## src/hw/rtl/bti_pkg.sv

```systemverilog
// bti_pkg: shared types and constants of the bilinear table interpolator.
// No dependencies; every other file imports it.
`timescale 1ns / 1ps
package bti_pkg;

   localparam int VAL_W = 32;

   typedef enum logic [1:0] {
      OP_WR_FIRST  = 2'd0,
      OP_WR_SECOND = 2'd1,
      OP_WR_GRID   = 2'd2,
      OP_QUERY     = 2'd3
   } opcode_type;

   localparam logic [1:0] ST_IN_RANGE = 2'd0;
   localparam logic [1:0] ST_BELOW    = 2'd1;
   localparam logic [1:0] ST_ABOVE    = 2'd2;

   localparam logic [1:0] ERR_NONE = 2'd0;
   localparam logic [1:0] ERR_ZERO = 2'd1;
   localparam logic [1:0] ERR_SAT  = 2'd2;

   localparam logic REG_FIRST_POINTS  = 1'b0;
   localparam logic REG_SECOND_POINTS = 1'b1;

   typedef struct packed {
      logic [1:0]              status;
      logic signed [VAL_W-1:0] lo;
      logic signed [VAL_W-1:0] hi;
   } axis_res_type;

   typedef enum logic [2:0] {
      L_IDLE, L_MUL_A, L_MUL_B, L_SUM, L_CHK, L_DIV, L_FIN
   } lerp_state_type;

   typedef enum logic [2:0] {
      T_IDLE, T_SEARCH, T_GRID, T_LERP1, T_LERP2, T_LERP3, T_DONE
   } top_state_type;

endpackage

```

## src/hw/rtl/bti_axis.sv

```systemverilog
// bti_axis: breakpoint memory of one axis and the sequential segment search.
// Depends on bti_pkg.
`timescale 1ns / 1ps
module bti_axis import bti_pkg::*; #(
   parameter int MAX_POINTS = 16
) (
   input  logic                              clock,
   input  logic                              reset,
   input  logic                              wr_en,
   input  logic [$clog2(MAX_POINTS)-1:0]     wr_addr,
   input  logic signed [VAL_W-1:0]           wr_data,
   input  logic                              start,
   input  logic signed [VAL_W-1:0]           x,
   input  logic [$clog2(MAX_POINTS+1)-1:0]   n,
   output logic                              done,
   output logic [$clog2(MAX_POINTS)-1:0]     seg,
   output axis_res_type                      result
);
   localparam int AW = $clog2(MAX_POINTS);
   localparam int CW = $clog2(MAX_POINTS+1);

   logic signed [VAL_W-1:0] mem [MAX_POINTS];
   logic signed [VAL_W-1:0] rd_data_ff;
   logic [CW-1:0]           cnt_ff, rd_idx_ff;
   logic                    busy_ff, rd_vld_ff, fin_ff, hit_ff;
   logic [AW-1:0]           hseg_ff;
   logic signed [VAL_W-1:0] prev_ff, first_ff, last_ff;
   logic signed [VAL_W-1:0] hlo_ff, hhi_ff, p0lo_ff, p0hi_ff, pllo_ff, plhi_ff;
   logic                    in_seg;

   always_ff @(posedge clock) begin
      if (wr_en) begin
         mem[wr_addr] <= wr_data;
      end
      if (busy_ff) begin
         rd_data_ff <= mem[cnt_ff[AW-1:0]];
      end
   end

   assign in_seg = (x >= prev_ff) && (x <= rd_data_ff);

   always_ff @(posedge clock) begin
      if (reset) begin
         busy_ff   <= 1'b0;
         rd_vld_ff <= 1'b0;
         fin_ff    <= 1'b0;
         hit_ff    <= 1'b0;
         cnt_ff    <= '0;
      end else begin
         rd_vld_ff <= busy_ff;
         rd_idx_ff <= cnt_ff;
         fin_ff    <= rd_vld_ff && (rd_idx_ff == n - CW'(1));
         if (start) begin
            busy_ff <= 1'b1;
            cnt_ff  <= '0;
            hit_ff  <= 1'b0;
         end else if (busy_ff) begin
            cnt_ff <= cnt_ff + CW'(1);
            if (cnt_ff == n - CW'(1)) begin
               busy_ff <= 1'b0;
            end
         end
         if (rd_vld_ff && rd_idx_ff != '0 && in_seg && !hit_ff) begin
            hit_ff <= 1'b1;
         end
      end
   end

   // Pair (prev, current) forms segment rd_idx-1.
   always_ff @(posedge clock) begin
      if (rd_vld_ff) begin
         prev_ff <= rd_data_ff;
         if (rd_idx_ff == '0) begin
            first_ff <= rd_data_ff;
         end else begin
            if (in_seg && !hit_ff) begin
               hseg_ff <= AW'(rd_idx_ff - CW'(1));
               hlo_ff  <= prev_ff;
               hhi_ff  <= rd_data_ff;
            end
            if (rd_idx_ff == CW'(1)) begin
               p0lo_ff <= prev_ff;
               p0hi_ff <= rd_data_ff;
            end
            if (rd_idx_ff == n - CW'(1)) begin
               pllo_ff <= prev_ff;
               plhi_ff <= rd_data_ff;
               last_ff <= rd_data_ff;
            end
         end
      end
   end

   assign done = fin_ff;

   always_comb begin
      if (hit_ff) begin
         seg    = hseg_ff;
         result = '{status: ST_IN_RANGE, lo: hlo_ff, hi: hhi_ff};
      end else if (x < first_ff) begin
         seg    = '0;
         result = '{status: ST_BELOW, lo: p0lo_ff, hi: p0hi_ff};
      end else if (x > last_ff) begin
         seg    = AW'(n - CW'(2));
         result = '{status: ST_ABOVE, lo: pllo_ff, hi: plhi_ff};
      end else begin
         seg    = '0;
         result = '{status: ST_IN_RANGE, lo: p0lo_ff, hi: p0hi_ff};
      end
   end

endmodule

```

## config.mk

```make
export PLATFORM = sky130hd
export DESIGN_NAME = bti_axis
export DESIGN_NICKNAME = d
export VERILOG_FILES = /design/src/hw/rtl/bti_pkg.sv /design/src/hw/rtl/bti_axis.sv
export SDC_FILE = /design/constraint.sdc
export NUM_CORES = 1
export LEC_CHECK = 0
export BUFFER_PORTS_ARGS = -buffer_cell sky130_fd_sc_hd__buf_2
export CAP_MARGIN = 20
export CORE_MARGIN = 2
export CORE_UTILIZATION = 64
export CTS_BUF_LIST = sky130_fd_sc_hd__clkbuf_2
export CTS_CLUSTER_SIZE = 14
export DETAILED_ROUTE_END_ITERATION = 6
export PLACE_DENSITY = 0.87
export REMOVE_ABC_BUFFERS = 1
export SYNTH_ARGS = -nofsm -noshare
export SYNTH_HDL_FRONTEND = slang
export SYNTH_SLANG_ARGS = --single-unit
```

## constraint.sdc

```tcl
create_clock -name clock -period 7.7 [get_ports clock]
set_clock_uncertainty 0.15 [all_clocks]
set_input_delay 1.925 -clock clock [delete_from_list [all_inputs] [get_ports clock]]
set_output_delay 1.925 -clock clock [all_outputs]
set_load 0.01 [all_outputs]
```

* Word level (Yosys, flattened, before mapping)
Memories as Yosys holds them, arrays and structs flattened. A register that Yosys moved wholly into a read port is not among the register bits.
Index checks and enable logic that the tools add are counted.
** Storage, ports and cells
- RAM bits :: 512
- Memories :: 1
- Input bits :: 77
- Output and inout bits :: 71
- Register bits after elaboration :: 274
- Word-level logic and storage cells :: 56
** Memory list
- mem :: depth 16, width 32, read ports 1, clocked after memory_dff 1, wr ports 1, line bti_axis.sv:22 : logic signed [VAL_W-1:0] mem [MAX_POINTS];
** Operators by class
- Equality and inequality tests :: 3
- Add/subtract/negate cells :: 4
- Bitwise logic cells :: 1
- Reductions and logical operators :: 15
- Muxes and demuxes :: 13
- Magnitude comparators :: 4
** Operator list (number)
- $mux 66 :: 3
- $ge 32x32->1 :: 1
- $gt 32x32->1 :: 1
- $le 32x32->1 :: 1
- $lt 32x32->1 :: 1
- $mux 4 :: 3
- $eq 5x5->1 :: 2
- $reduce_and 3->1 :: 3
- $mux 1 :: 7
- $logic_and 1x1->1 :: 6
- $add 5x1->5 const B :: 1
- $eq 5x1->1 const B :: 1
- $logic_not 5->1 :: 1
- $reduce_bool 5->1 :: 1
- $sub 5x1->5 const B :: 1
- $sub 4x1->4 const B :: 1
- $sub 4x2->4 const B :: 1
- $reduce_and 2->1 :: 1
- $reduce_bool 2->1 :: 1
- $reduce_or 2->1 :: 1
- $logic_not 1->1 :: 1
- $not 1->1 :: 1

* Longest topological paths before layout
Gate-level depths: netlist of the first run.
- Word-level depth :: 5
- Mapped depth :: 12

* Worst setup path after synthesis of the first run
OpenSTA, ideal clock, no wires.
- Path kind :: in2reg
- From :: input port n[1]
- To :: register plhi_ff[0], enable pin
- Arrival :: 6.334 ns
- Buffers on the path :: 0
- Setup time :: 0.507 ns
- Data required time :: 7.043 ns
- Stages on the path :: 7
- Path slack :: 0.709 ns
- Cell sequence :: inv_1 -> ha_1 -> nor3b_1 -> xnor2_1 -> xnor2_1 -> or4_1 -> a21oi_1
** On the way
- Cells in the longest elaborated chain, start to end :: 3
** Ends and longest elaborated chain
- start, declared :: line bti_axis.sv:14 : input logic [$clog2(MAX_POINTS+1)-1:0] n,
- $sub 5x1->5 :: line bti_axis.sv:85 : if (rd_idx_ff == n - CW'(1)) begin
- $eq 5x5->1 :: line bti_axis.sv:85
- $reduce_and 3->1 (no source line)
- end signal, assigned :: line bti_axis.sv:87 : plhi_ff <= rd_data_ff;
- end, declared :: line bti_axis.sv:28 : logic signed [VAL_W-1:0] hlo_ff, hhi_ff, p0lo_ff, p0hi_ff, pllo_ff, plhi_ff;
Every way passes these cells.
A chain may end at the register's enable or synchronous reset.

==> metrics.md, run 1 <==
| Metric | Value |
|---|---|
| Outcome | finished with violations |
| Failing checks | DRC |
| PostCTS Resize Cnt | 0 |
| Final worst path period need | 7.20 ns |
| Hold EP | pllo_ff[26]$_DFFE_PP_ |
| Worst hold path type | reg -> reg |
| Worst slew margin | 24.3% |
| Core region area | 55000 um^2 |
| Total design power | 8460 uW |
| Reported leakage power | 0.0137 uW |
| Instance count along the most critical hold path | 0 |
| Number of different library cells in the post-synthesis netlist | 62 |
| Std-Cell Rows | 86 |
| Final ANT Viol Nets | 0 |
| Last weighted congestion value of the routability-driven placer | 0.892 |
| H-tree depth reported by CTS | 4 |
| Number of cells produced by synthesis | 2084 |
| Combined area of all synthesized cells | 35500 um^2 |
| Cell type with the highest aggregate area in the netlist | edfxtp_1 |
| Final Setup Violations | 0 |
| Proportion of synthesized area in mux cells | 10.2% |
| Critical Path Max Stage Delay | 0.71 ns |
| Flip-flop and latch count after synthesis | 818 |
| XOR/XNOR Fraction of Synth Area | 0.493% |
| Port Buf Inserts | 147 |
| Initial Util | 64.6% |
| Max-slew violation total from the final report | 0 |
| Type of element launching the critical path | primary input |
| Synth Area in Adders | 4.72% |
| Floorplan die area | 57400 um^2 |
| Largest net degree at the start of global routing | 116 |
| Die width | 240 um |
| Nets | 2542 |
| Number of enable-type register cells in the synthesized netlist | 809 |
| Number of DRC markers in iteration 0 | 2470 |
| Clock buffer depth | 3 |
| Top Family by Delay on Critical Path | simple AND/OR/NAND/NOR gates |
| Warning count from the yosys run | 0 |
| Mean Syn Cell Area | 17.0 um^2 |
| Number of antenna violations at the first check in global routing | 16 |
| Total iterations of the first detailed-routing run | 7 |
| Hold Crit Start | prev_ff[26]$_DFFE_PP_ |
| Highest fanout seen on the critical path | 49 |
| Transition time at the pin with the least slew margin | 1.14 ns |
| Worst reg2reg setup slack | 3.53 ns |
| Clock transition at path regs | 0.11 ns |
| Power density of the placed cells | 216 nW/um^2 |
| Compound-cell area share of the yosys netlist | 8.13% |
| Tot GR Track Use | 30.8% |
| Crit. End Element | output port |
| Number of buffers added by the clock tree synthesis step | 189 |
| Final global-route overflow total | 0 |
| Fraction of final layout cells with drive strength greater than 1 | 27.6% |
| Routed vias | 21100 |
| Layout Area Growth over Synthesis | 10.0% |
| Final hold violations | 0 |
| Critical-path cell list | buf_2, ha_1, nand4_1, nor4_1, nand3_1, o2111ai_4, buf_4, o211ai_1, nand3_1, buf_2 |
| Endpoint of the worst register-to-register path | hlo_ff[26]$_DFFE_PP_ |
| Clk root buf | clkbuf_2 |
| Unrepaired setup endpoints after global routing | no |
| Via-per-instance ratio | 6.52 |
| Largest family of logic cells by synthesized area | multiplexers |
| TritonCTS clock tree | done |
| Clk Latency, worst-skew pair | 1.45 ns |
| Cells on worst reg2reg path | 10 |
| Post-CTS Setup Repair Bufs | 0 |
| Count of boundary I/O pins | 148 |
| Post-route DRC | 2 |
| Wire length after detailed routing | 84800 um |
| RR Startpoint | rd_data_ff[30]$_DFFE_PP_ |
| Final period utilization | 93.5% |
| Worst hold slack after final layout | 0.360 ns |
| IR Drop Worst-Case VDD | 175 uV |
| Primary flip-flop cell chosen by synthesis mapping | edfxtp_1 |
| Leading post-synthesis cells by cell area | edfxtp_1 (68%), mux4_2 (10%), ha_1 (4.7%) |
| Max_cap viols | 0 |
| Average wire per cell in the routed design | 26.2 um |
| Floorplan die height | 240 um |
| Portion of the post-synthesis area used by sequential elements | 68.9% |
| HPWL after DPL | 51200 um |
| Post-synthesis async set-or-reset flop share | 0% |
| Via count of the first global-routing pass | 21600 |
| Data arrival, critical path | 5.12 ns |
| First-pass GRT wire length | 128000 um |
| Number of buffer and inverter stages on the critical path | 3 |
| Clk sink count | 818 |
| Cell type of the slowest stage on the worst timing path | nor4_1 |
| Worst setup path class | in -> out |
| Number of fillers in the final layout | 3380 |
| Area share of the leading cell type in the synthesized netlist | 68.4% |
| Simple-gate share of the synthesized area | 4.15% |
| Hold_buf cts | 0 |
| Highest clock frequency the design can meet | 0.139 GHz |
| Required time worst endpoint | 5.62 ns |
## worst max-delay path by stage
| stage | from | to | cells past startpoint |
|---|---|---|---|
| 5_1_grt | x[14] | result[56] | 11 |
| 3_3_place_gp | x[31] | result[18] | 10 |
| 4_1_cts | x[31] | result[13] | 11 |
| 3_5_place_dp | x[31] | result[13] | 11 |
| 2_1_floorplan | x[14] | result[0] | 8 |
| 6_report | x[31] | result[18] | 10 |
## report_power, final
group          internal, uW  switching, uW  total (uW)
logic                   223            351         574
registers              4980           68.9        5050
clock network          1160           1680        2840
total                  6360           2100        8460
## stage by stage
stage	instance area (um^2)	cells	utilization (%)	setup slack [ns]	setup TNS [ns]
2_1_floorplan	34900	1947	-	-1.65	-113.84
3_3_place_gp	37200	2888	67.7	0.701	0
3_5_place_dp	37200	2888	67.7	0.575	0
4_1_cts	39000	3227	71.0	0.570	0
5_1_grt	39100	3237	71.1	0.258	0
6_report	39100	3241	71.1	0.501	0
## metal layers
| metal | routed length, um | up-vias | track usage, % | share of wire [%] |
|---|---|---|---|---|
| met5 | 67 | - | 0 | 0.079 |
| met3 | 7790 | 222 | 7.47 | 9.2 |
| met1 | 30800 | 10500 | 39.0 | 36 |
| met2 | 43400 | 1230 | 51.4 | 51 |
| li1 | - | 9129 | - | - |
| met4 | 2800 | 12 | 12.7 | 3.3 |
## kinds of logic (layout without fill, tap and decap cells)
group / count (synthesis) / in the layout
flops: 818 / 818
compound gates: 374 / 374
buf+inv: 304 / 699
simple gates: 272 / 272
mux: 162 / 162
fa+ha+maj: 134 / 134
xor+xnor: 20 / 20
other cells: 0 / 14
## state kept, by name (all words and copies together), names as in the netlist
register    cells
plhi_ff        32
done            1
hhi_ff         32
p0hi_ff        32
hseg_ff         4
p0lo_ff        32
rd_idx_ff       5
rd_data_ff     32
first_ff       32
prev_ff        32
cnt_ff          5
hlo_ff         32
rd_vld_ff       1
mem           512
hit_ff          1
busy_ff         1
pllo_ff        32
## cell type report
type,instances,area [um^2],area share [%]
diodes,14,35.0,0.0896
clock buffers,258,1290,3.30
clock inverters,81,533,1.36
inverters,167,627,1.60
multi-input cells,962,10000,25.7
flip-flops and latches,818,24500,62.7
well taps,748,936,2.39
repair buffers,193,1140,2.93
## cells in the final DEF, fill, tap and decap left out, drive strengths merged, types with 23 or more instances in the layout
cell type	n
clkinv	67
mux4	160
inv	171
a21oi	38
a2111oi	66
clkbuf	258
o211ai	65
nor2b	70
ha	134
edfxtp	809
a22oi	64
nor2	35
nand2	23
a21o	34
nand3	75
nand4	28
o2111ai	67
buf	193
## synthesized netlist by cell type (4+ instances only)
master,instances
edfxtp_1,809
inv_1,167
mux4_2,160
ha_1,134
clkbuf_1,96
nand3_1,75
nor2b_1,70
o2111ai_1,66
a2111oi_0,65
o211ai_1,65
a22oi_1,64
a21oi_1,38
nor2_1,35
a21o_1,34
nand4_1,28
nand2_1,23
buf_2,20
buf_1,14
nor3_1,14
xnor2_1,10
xor2_1,10
dfxtp_1,9
o21ai_0,8
o31ai_1,8
buf_6,5
o21a_1,5
nand2b_1,4
Note: power is estimated with default switching activity, not from simulation.
==> inputs of run 2 (changes only) <==
==> constraint.sdc (replaced) <==
create_clock -name clock -period 7.7 [get_ports clock]
set_clock_uncertainty 0.15 [all_clocks]
set_input_delay 0 -clock clock [delete_from_list [all_inputs] [get_ports clock]]
set_output_delay 0 -clock clock [all_outputs]
set_load 0.01 [all_outputs]
==> run 2 against run 1 <==
  * The run now ends clean
  * Total power grew 1.2%
  * Cell area increased by 3.0%
  * Count of clock-buffer cells in the layout up 25
  * Routed wire length increased by 2.2%
  * Critical path depth increased by 4
  * Non-clock buffer count up 120
  * Sequential power about the same
  * Global-route usage up 0.39 points
  * Worst hold slack worse by 0.25 ns
  * Register-to-register slack lost 1.7 ns
  * Flip-flop and latch count is the same
  * Via count is 2.7% higher
==> metrics.md, run 2 (synthesis gave the netlist of run 1 again) <==
| Metric | Value |
|---|---|
| Std-Cell Rows | 86 (unchanged) |
| Outcome | finished, final reports clean (was finished with violations) |
| Layout Cell Area excl Fill | 40300 um^2 (was 39100 um^2) |
| Crit. End Element | flop (was output port) |
| Number of buffers added by the clock tree synthesis step | 192 (was 189) |
| Clk root buf | clkbuf_2 (unchanged) |
| Final ANT Viol Nets | 0 (unchanged) |
| IR Drop Worst-Case VDD | 119 uV (was 175 uV) |
| Switching fraction of total power | 24.6% (was 24.8%) |
| Initial Util | 64.6% (unchanged) |
| Total negative slack for setup checks | 0 ns (unchanged) |
| Final Setup Violations | 0 (unchanged) |
| Fraction of final layout cells with drive strength greater than 1 | 26.5% (was 27.6%) |
| Critical-path cell list | inv_1, ha_1, a21o_1, a21o_1, a21oi_1, dlygate4sd3_1, nor2_1, dlygate4sd3_1, nor3_1, dlygate4sd3_1, a21o_1, dlygate4sd3_1, and3b_4, buf_4 (was buf_2, ha_1, nand4_1, nor4_1, nand3_1, o2111ai_4, buf_4, o211ai_1, nand3_1, buf_2) |
| Final worst path period need | 5.84 ns (was 7.20 ns) |
| Max-slew violation total from the final report | 0 (unchanged) |
| Critical Path Max Stage Delay | 0.64 ns (was 0.71 ns) |
| Number of antenna violations at the first check in global routing | 7 (was 16) |
| Highest fanout seen on the critical path | 47 (was 49) |
| Type of element launching the critical path | flop (was primary input) |
| Clk Latency, worst-skew pair | 1.42 ns (was 1.45 ns) |
| Cell type of the slowest stage on the worst timing path | dlygate4sd3_1 (was nor4_1) |
| Worst Setup Slack post-DPL | 3.46 ns (was 0.575 ns) |
| Port Buf Inserts | 147 (unchanged) |
| Floorplan die area | 57400 um^2 (unchanged) |
| Most common library cell in the layout ignoring fill and taps | edfxtp_1 (unchanged) |
| Top Family by Delay on Critical Path | buffers and inverters (was simple AND/OR/NAND/NOR gates) |
| Number of DRC markers in iteration 0 | 2419 (was 2470) |
| Final hold violations | 0 (unchanged) |
| Reported leakage power | 0.0143 uW (was 0.0137 uW) |
| Sequential cell fraction of total power | 59.0% (was 59.7%) |
| Via-per-instance ratio | 6.45 (was 6.52) |
| Post-route DRC | 0 (was 2) |
| Nets | 2665 (was 2542) |
| PostCTS Resize Cnt | 0 (unchanged) |
| Number of buffer and inverter stages on the critical path | 6 (was 3) |
| Die width | 240 um (unchanged) |
| Largest net degree at the start of global routing | 112 (was 116) |
| Transition time at the pin with the least slew margin | 1.15 ns (was 1.14 ns) |
| Last weighted congestion value of the routability-driven placer | 0.875 (was 0.892) |
| Most flop-heavy register | mem (unchanged) |
| Total iterations of the first detailed-routing run | 5 (was 7) |
| HPWL after DPL | 49300 um (was 51200 um) |
| Max_cap viols | 0 (unchanged) |
| Placed instance area | 37100 um^2 (was 37200 um^2) |
| Highest clock frequency the design can meet | 0.171 GHz (was 0.139 GHz) |
| TritonCTS clock tree | done (unchanged) |
| Count of boundary I/O pins | 148 (unchanged) |
| Routed vias | 21700 (was 21100) |
| Clock buffer depth | 3 (unchanged) |
| Required time worst endpoint | 8.56 ns (was 5.62 ns) |
| Core region area | 55000 um^2 (unchanged) |
| Proportion of power drawn by combinational gates | 7.3% (was 6.8%) |
| Part of the power in the clock network | 33.7% (was 33.5%) |
| Data arrival, critical path | 6.70 ns (was 5.12 ns) |
| Clock transition at path regs | 0.11 ns (about the same) |
| H-tree depth reported by CTS | 4 (unchanged) |
| Worst setup path class | reg -> reg (was in -> out) |
| Average wire per cell in the routed design | 25.8 um (was 26.2 um) |
| Internal | 6460 uW (was 6360 uW) |
| First-pass GRT wire length | 131000 um (was 128000 um) |
| Unrepaired setup endpoints after global routing | no (unchanged) |
| NetSw | 2110 uW (was 2100 uW) |
| Number of flip-flops in the largest register | 512 (unchanged) |
| Power density of the placed cells | 213 nW/um^2 (was 216 nW/um^2) |
| Worst Setup Slack, final | 1.86 ns (was 0.501 ns) |
| Floorplan die height | 240 um (unchanged) |
| Top library cells by usage in the layout, fill and taps aside | edfxtp_1 (809), clkbuf_2 (283), inv_1 (167) (was edfxtp_1 (809), clkbuf_2 (258), inv_1 (167)) |
| Final global-route overflow total | 0 (unchanged) |
| Via count of the first global-routing pass | 22500 (was 21600) |
| Clk sink count | 818 (unchanged) |
| Final period utilization | 75.8% (was 93.5%) |
| Layout Area Growth over Synthesis | 13.4% (was 10.0%) |
| Worst slew margin | 23.3% (was 24.3%) |
| Critical path's most frequent cell | dlygate4sd3_1 |
| Worst hold path type | in -> reg (was reg -> reg) |
| Tot GR Track Use | 31.1% (was 30.8%) |
| Wire length after detailed routing | 86700 um (was 84800 um) |
-- run 2: cell count changes in the layout (fill, tap and decap cells not counted) --
cell / previous run / this run
buf_12: 5 / 1
buf_2: 147 / 148
buf_4: 41 / 34
clkbuf_2: 258 / 283
clkinv_1: 50 / 40
clkinv_2: 15 / 9
clkinv_4: 2 / 0
clkinvlp_4: 3 / 1
diode_2: 14 / 11
dlygate4sd3_1: 0 / 130
inv_2: 3 / 5
inv_6: 1 / 0
-- run 2: per-stage QoR --
step / util [%] / hold slack (ns) / power, uW / cells
2_1_floorplan: - / -0.0784 / 5460 / 1947
6_report: 73.2 / 0.115 / 8560 / 3364
4_1_cts: 73.2 / 0.000613 / 8600 / 3352
3_3_place_gp: 67.5 / 0.134 / 5670 / 2877
5_1_grt: 73.2 / 0.0803 / 8900 / 3358
3_5_place_dp: 67.5 / 0.139 / 5710 / 2877
-- run 2: power groups by stage --
stage               sequential (uW)  combinational, uW  clock, uW
floorplan                      5130                328          0
global placement               5130                536          0
detailed placement             5150                564          0
CTS                            5050                620       2930
global route                   5060                676       3160
finish                         5050                624       2890
-- run 2: cell type report --
type / count / area, um^2
Multi-Input combinational cell: 962 / 10000
Timing Repair Buffer: 313 / 2320
Fill cell: 3274 / 14700
Sequential cell: 818 / 24500
Clock inverter: 62 / 432
Antenna cell: 11 / 27.5
Inverter: 167 / 627
Clock buffer: 283 / 1420
Tap cell: 748 / 936
-- run 2: routing by layer --
layer  share of wire (%)  vias to the layer above  track usage [%]  wire length (um)
li1                    -                     9385                -                 -
met1                  37                    10900             39.5             31900
met2                  51                     1206             52.3             44500
met3                 8.3                      198             6.74              7190
met4                 3.5                        2             13.6              3030
met5               0.015                        -                0                13
-- run 2: path summary, 6_finish.rpt --
kind / slack, ns / to / start / depth (start not counted)
worst max-delay path: 1.86 / hlo_ff[4]$_DFFE_PP_ / rd_data_ff[21]$_DFFE_PP_ / 14
worst min-delay path: 0.12 / mem[13][7]$_DFFE_PP_ / wr_data[7] / 3
worst max register to register: 1.86 / hlo_ff[4]$_DFFE_PP_ / rd_data_ff[21]$_DFFE_PP_ / 14
worst min register to register: 0.36 / p0lo_ff[21]$_DFFE_PP_ / prev_ff[21]$_DFFE_PP_ / 0
-- run 2: repair_timing --
action / 4_1_cts / 5_1_grt
hold buffers: 130 / 0
endpoints found under the setup margin: 0 / 0
setup buffers: 0 / 0
hold endpoints to repair: 1170 / 0
-- run 2: worst reg2reg max path, cell delays in order, from the launching register on --
cell           delay, ns
edfxtp_1            0.53
inv_1               0.08
ha_1                0.30
a21o_1              0.17
a21o_1              0.17
a21oi_1             0.13
dlygate4sd3_1       0.58
nor2_1              0.04
dlygate4sd3_1       0.55
nor3_1              0.24
dlygate4sd3_1       0.60
a21o_1              0.11
dlygate4sd3_1       0.64
and3b_4             0.49
buf_4               0.64
